## src/plf_pkg.sv

```systemverilog
// ----------------------------------------------------------------------------
// plf_pkg: shared types and codes of the posting list
// Entry layout, request codes, codes of the shared arithmetic unit and the
// request and response structs that travel between sequencer and unit.
// ----------------------------------------------------------------------------
package plf_pkg;

  localparam int CAPACITY_DEF = 256;
  localparam int ID_W         = 16;
  localparam int CNT_W        = 16;
  localparam int SUM_W        = 32;
  localparam int TOTAL_W      = 9;
  localparam int REQ_W        = 2;

  localparam logic [REQ_W-1:0] REQ_INSERT = 2'd0;
  localparam logic [REQ_W-1:0] REQ_LOOKUP = 2'd1;
  localparam logic [REQ_W-1:0] REQ_DELETE = 2'd2;

  localparam int ALU_OP_W = 3;
  localparam logic [ALU_OP_W-1:0] ALU_NOP    = 3'd0;
  localparam logic [ALU_OP_W-1:0] ALU_EQ     = 3'd1;
  localparam logic [ALU_OP_W-1:0] ALU_LT     = 3'd2;
  localparam logic [ALU_OP_W-1:0] ALU_ADDSAT = 3'd3;
  localparam logic [ALU_OP_W-1:0] ALU_ADD    = 3'd4;
  localparam logic [ALU_OP_W-1:0] ALU_SUB    = 3'd5;

  typedef struct packed {
    logic [ID_W-1:0]  id;
    logic [CNT_W-1:0] count;
  } entry_t;

  typedef struct packed {
    logic [ALU_OP_W-1:0] op;
    logic [SUM_W-1:0]    a;
    logic [SUM_W-1:0]    b;
  } alu_req_t;

  typedef struct packed {
    logic [SUM_W-1:0] res;
    logic             flag;
  } alu_rsp_t;

endpackage

```

## src/plf_alu.sv

```systemverilog
// ----------------------------------------------------------------------------
// plf_alu: shared compare and add unit
// Id equality, count compare, saturating count add and total add/subtract.
// ----------------------------------------------------------------------------
module plf_alu (
  input  plf_pkg::alu_req_t req,
  output plf_pkg::alu_rsp_t rsp
);

  logic [plf_pkg::CNT_W:0] sat_sum;

  always_comb begin
    sat_sum  = {1'b0, req.a[plf_pkg::CNT_W-1:0]} + {1'b0, req.b[plf_pkg::CNT_W-1:0]};
    rsp.res  = '0;
    rsp.flag = 1'b0;
    case (req.op)
      plf_pkg::ALU_EQ: begin
        rsp.flag = (req.a[plf_pkg::ID_W-1:0] == req.b[plf_pkg::ID_W-1:0]);
      end
      plf_pkg::ALU_LT: begin
        rsp.flag = (req.a < req.b);
      end
      plf_pkg::ALU_ADDSAT: begin
        if (sat_sum[plf_pkg::CNT_W]) begin
          rsp.res = plf_pkg::SUM_W'({plf_pkg::CNT_W{1'b1}});
        end else begin
          rsp.res = plf_pkg::SUM_W'(sat_sum[plf_pkg::CNT_W-1:0]);
        end
      end
      plf_pkg::ALU_ADD: begin
        rsp.res = req.a + req.b;
      end
      plf_pkg::ALU_SUB: begin
        rsp.res = req.a - req.b;
      end
      default: begin
        rsp.res  = '0;
        rsp.flag = 1'b0;
      end
    endcase
  end

endmodule
```

## config.mk

```make
export PLATFORM = sky130hd
export DESIGN_NAME = plf_alu
export DESIGN_NICKNAME = d
export VERILOG_FILES = /design/src/plf_pkg.sv /design/src/plf_alu.sv
export SDC_FILE = /design/constraint.sdc
export NUM_CORES = 1
export LEC_CHECK = 0
export BUFFER_PORTS_ARGS = -buffer_cell sky130_fd_sc_hd__buf_2
export CAP_MARGIN = 20
export CORE_UTILIZATION = 32
export DETAILED_ROUTE_END_ITERATION = 7
export SYNTH_ARGS = -nofsm -noshare
export SYNTH_HDL_FRONTEND = slang
export SYNTH_SLANG_ARGS = --single-unit
```

## constraint.sdc

```tcl
create_clock -name vclk -period 6.8
set_input_delay 1.02 -clock vclk [all_inputs]
set_output_delay 1.02 -clock vclk [all_outputs]
set_load 0.1 [all_outputs]
```

==> summary by stage <==
Logic synthesis
The average cell area after synthesis is 6.53 um2. The cell taking the most area after synthesis is sky130_fd_sc_hd__ha_1. By area the synthesized netlist is led by sky130_fd_sc_hd__ha_1, sky130_fd_sc_hd__a21oi_1, sky130_fd_sc_hd__inv_1. The share of the synthesized area in the top cell type is 0.194.

The number of distinct standard cells referenced by the synthesized netlist is 80. The post-synth net total is 765. The fraction of the yosys area taken by sequential cells is 0. The mapped netlist covers 4120 um2. Synthesis produced 632 cells.

The yosys synthesis warning count is 0.

Pwr
The design internal power is 0.000162 W. Of the total power, registers draw 0. Summed over all nets, the switching power comes to 0.000419 W. Of the total power, the share spent switching nets is 0.720.

The clock share of power is 0. The peak supply drop is 87.2 uV. Summed over all cells, the static leakage comes to 2.24 nW. The share of total power dissipated in combinational logic is 1.000. For this design the ratio of total power to cell area is 124 nW/um2.

Total power for the finished layout comes to 0.000581 W.

Global route
The number of antenna violations at the first check in global routing was 0. The wire length of the first global-routing pass is 22200 um. The largest net degree at the start of global routing is 31. The via count of the first global-routing pass is 4630.

In the global route stage, overall resource usage came out at 0.199. The global-route congestion overflow total is 0.

Critical path
The family of cells with the greatest summed delay on the critical path is simple AND/OR/NAND/NOR gates. The data required time of the critical path is 5.78 ns. The kind of capture point of the worst setup path is an output port. Counting both buffers and inverters, the worst setup path holds a total of 3.

STA puts the critical path data arrival time at 4.13 ns. The signal on the critical path passes through buf_2, inv_1, ha_1, fa_1, nor2b_1, o31a_2, o21ai_2, o221ai_2, a41oi_2, nor4_1, nor4_1, nor3_1, buf_2. The critical setup path kind is primary input to output port. The maximum net fanout on the critical path is 4.

The critical path startpoint category is a primary input. The largest single stage delay on the critical path is 0.48 ns. The largest individual stage delay along the critical path comes from the cell sky130_fd_sc_hd__nor4_1.

Finish
In the finished design the tool counted flip-flops and latches totalling 0. The number of clock buffer instances in the layout is 0. The register area is 0 um2. The post-route standard cell area excluding fillers is 4690 um2.

The share of cells above drive strength 1 is 0.190. Compared with the post-synthesis result, the final layout area differs by 13.7%. The count of filler cells inserted in the layout is 1389. The net count of the finished layout is 836. 0 antenna diodes ended up in the layout.

Placed design
The congestion estimate from routability-driven global placement came to 0.892. The placed standard-cell area is 4690 um2. The placed wire-length estimate is 11000 um.

The worst slack at placement is 1.73 ns. The count of buffers from port buffering is 100.

Route
The routed layout has 4980 vias. Before antenna repair, the detailed router went through 5 iterations. The wire length per cell is 15.7 um. The overall routed net length is 13700 um.

The DRC marker count from the first detailed-route iteration is 402. The post-detailed-route count of antenna-violating nets is 0. The number of vias per cell after detailed routing is 5.70.

After detailed routing, the number of remaining DRC violations is 0.

Timing
The share of the cycle needed by the critical path after routing is 0.757. Setup slack closes at 1.65 ns. The maximum frequency from static timing analysis is 194 MHz. The number of endpoints failing setup at the final stage is 0.

The tightest hold path in the finished design has a slack of 2.67 ns. The final max-slew violation count is 0. The hold violation total from the final report is 0. The minimum clock period after layout is 5.15 ns. Setup repair after global routing left no endpoint under its margin. At the pin with the least slew margin, the transition time is 0.828 ns. Setup total negative slack on the finished layout was measured at 0 ns.

In this run the tightest slew margin relative to its limit is 0.447.

Worst hold path
The type of the tightest min-delay check is primary input to output port.

Clock tree
The total of cells resized after clock tree synthesis is 0. Post-CTS timing repair inserted 0 buffers for setup. Buffers inserted to repair hold after CTS numbered 0.

Floorplanning
The floorplan core area is 12600 um2. The starting density of the core is 0.328. 100 I/O pins were placed.

In this run the horizontal extent of the chip is 116 um. The die extent in y is 116 um. In this run the core area contains 41 standard-cell rows.

The die covers 13300 um2.

Flow run
The tool flagged a number of max-cap violations equal to 0.

Run status
The run finished with clean final reports.
==> power groups by stage <==
stage / clock (W) / combinational, W / sequential (W)
global placement: 0 / 0.000576 / 0
floorplan: 0 / 0.000458 / 0
detailed placement: 0 / 0.000573 / 0
finish: 0 / 0.000581 / 0
global route: 0 / 0.000626 / 0
CTS: 0 / 0.000576 / 0
==> kinds of logic (layout without fill, tap and decap cells) <==
family                     after synthesis  after routing  share of synthesized area
adders and majority gates               66             66                      0.204
buffers and inverters                  102            171                      0.103
xor gates and xnor gates                 5              5                     0.0106
muxes                                    6              6                     0.0146
and+or+nand+nor                        205            205                      0.251
AOI/OAI and AO/OA                      248            248                      0.416
==> worst paths after layout <==
| check | from | end | slack (ns) | depth (start not counted) |
|---|---|---|---|---|
| worst max-delay path | req[32] | rsp[31] | 1.65 | 13 |
| worst min-delay path | req[66] | rsp[1] | 2.67 | 4 |
==> layout by cell type (no fill, tap or decap), drive strengths merged, types with 10 or more instances in the layout <==
cell	count
buf	103
nand3	16
nor2	54
a21oi	69
nor3	17
nand2	49
ha	64
nand4	11
o31ai	12
o21ai	57
inv	67
nand2b	14
nor2b	10
a21o	14
a221oi	10
==> metal layers <==
metal / wire length (um) / track usage / vias to the layer above
li1: - / - / 2468
met1: 6520 / 0.294 / 2266
met2: 6040 / 0.324 / 228
met3: 954 / 0.00575 / 18
met4: 171 / 0.0346 / 0
met5: 0 / 0 / -
==> Yosys cell counts, types with 3 or more instances <==
library cell and instances:
sky130_fd_sc_hd__o221a_2 5, sky130_fd_sc_hd__inv_1 66, sky130_fd_sc_hd__ha_1 64, sky130_fd_sc_hd__and3_1 8, sky130_fd_sc_hd__xnor2_1 3, sky130_fd_sc_hd__o22ai_1 7, sky130_fd_sc_hd__nor2_1 52, sky130_fd_sc_hd__o21bai_1 7
sky130_fd_sc_hd__or4_1 3, sky130_fd_sc_hd__a211o_1 4, sky130_fd_sc_hd__clkbuf_1 19, sky130_fd_sc_hd__o21ai_0 41, sky130_fd_sc_hd__o311ai_1 3, sky130_fd_sc_hd__or3_1 3, sky130_fd_sc_hd__a221oi_1 10, sky130_fd_sc_hd__a2bb2oi_1 3
sky130_fd_sc_hd__o21ai_1 12, sky130_fd_sc_hd__mux2i_1 6, sky130_fd_sc_hd__nand4_1 11, sky130_fd_sc_hd__nor2b_1 9, sky130_fd_sc_hd__o31a_1 3, sky130_fd_sc_hd__buf_4 5, sky130_fd_sc_hd__o21a_1 7, sky130_fd_sc_hd__nand2b_1 13
sky130_fd_sc_hd__a21oi_1 68, sky130_fd_sc_hd__a21o_1 14, sky130_fd_sc_hd__a211oi_1 4, sky130_fd_sc_hd__o21ai_2 4, sky130_fd_sc_hd__o311ai_0 3, sky130_fd_sc_hd__o211ai_1 8, sky130_fd_sc_hd__nor3_1 17, sky130_fd_sc_hd__o31ai_1 11
sky130_fd_sc_hd__nor4_1 8, sky130_fd_sc_hd__nand2_1 49, sky130_fd_sc_hd__buf_2 8, sky130_fd_sc_hd__nand3_1 15
==> final cells by class <==
class	count	area, um2	area share
inverters	68	255	0.0544
multi-input cells	530	3700	0.788
well taps	172	215	0.0459
repair buffers	103	523	0.111
==> stage by stage <==
step                      std cells  utilization
after global placement          873        0.373
after CTS                       873        0.373
final                           873        0.373
after detailed placement        873        0.373
after floorplan                 632            -
after global routing            873        0.373
==> tightest hold or removal path, delay by kind of cell <==
| family | cells | cell delay [ns] |
|---|---|---|
| AOI/OAI and AO/OA | 2 | 0.18 |
| buffers and inverters | 2 | 0.44 |
(Power assumes the default switching activity.)
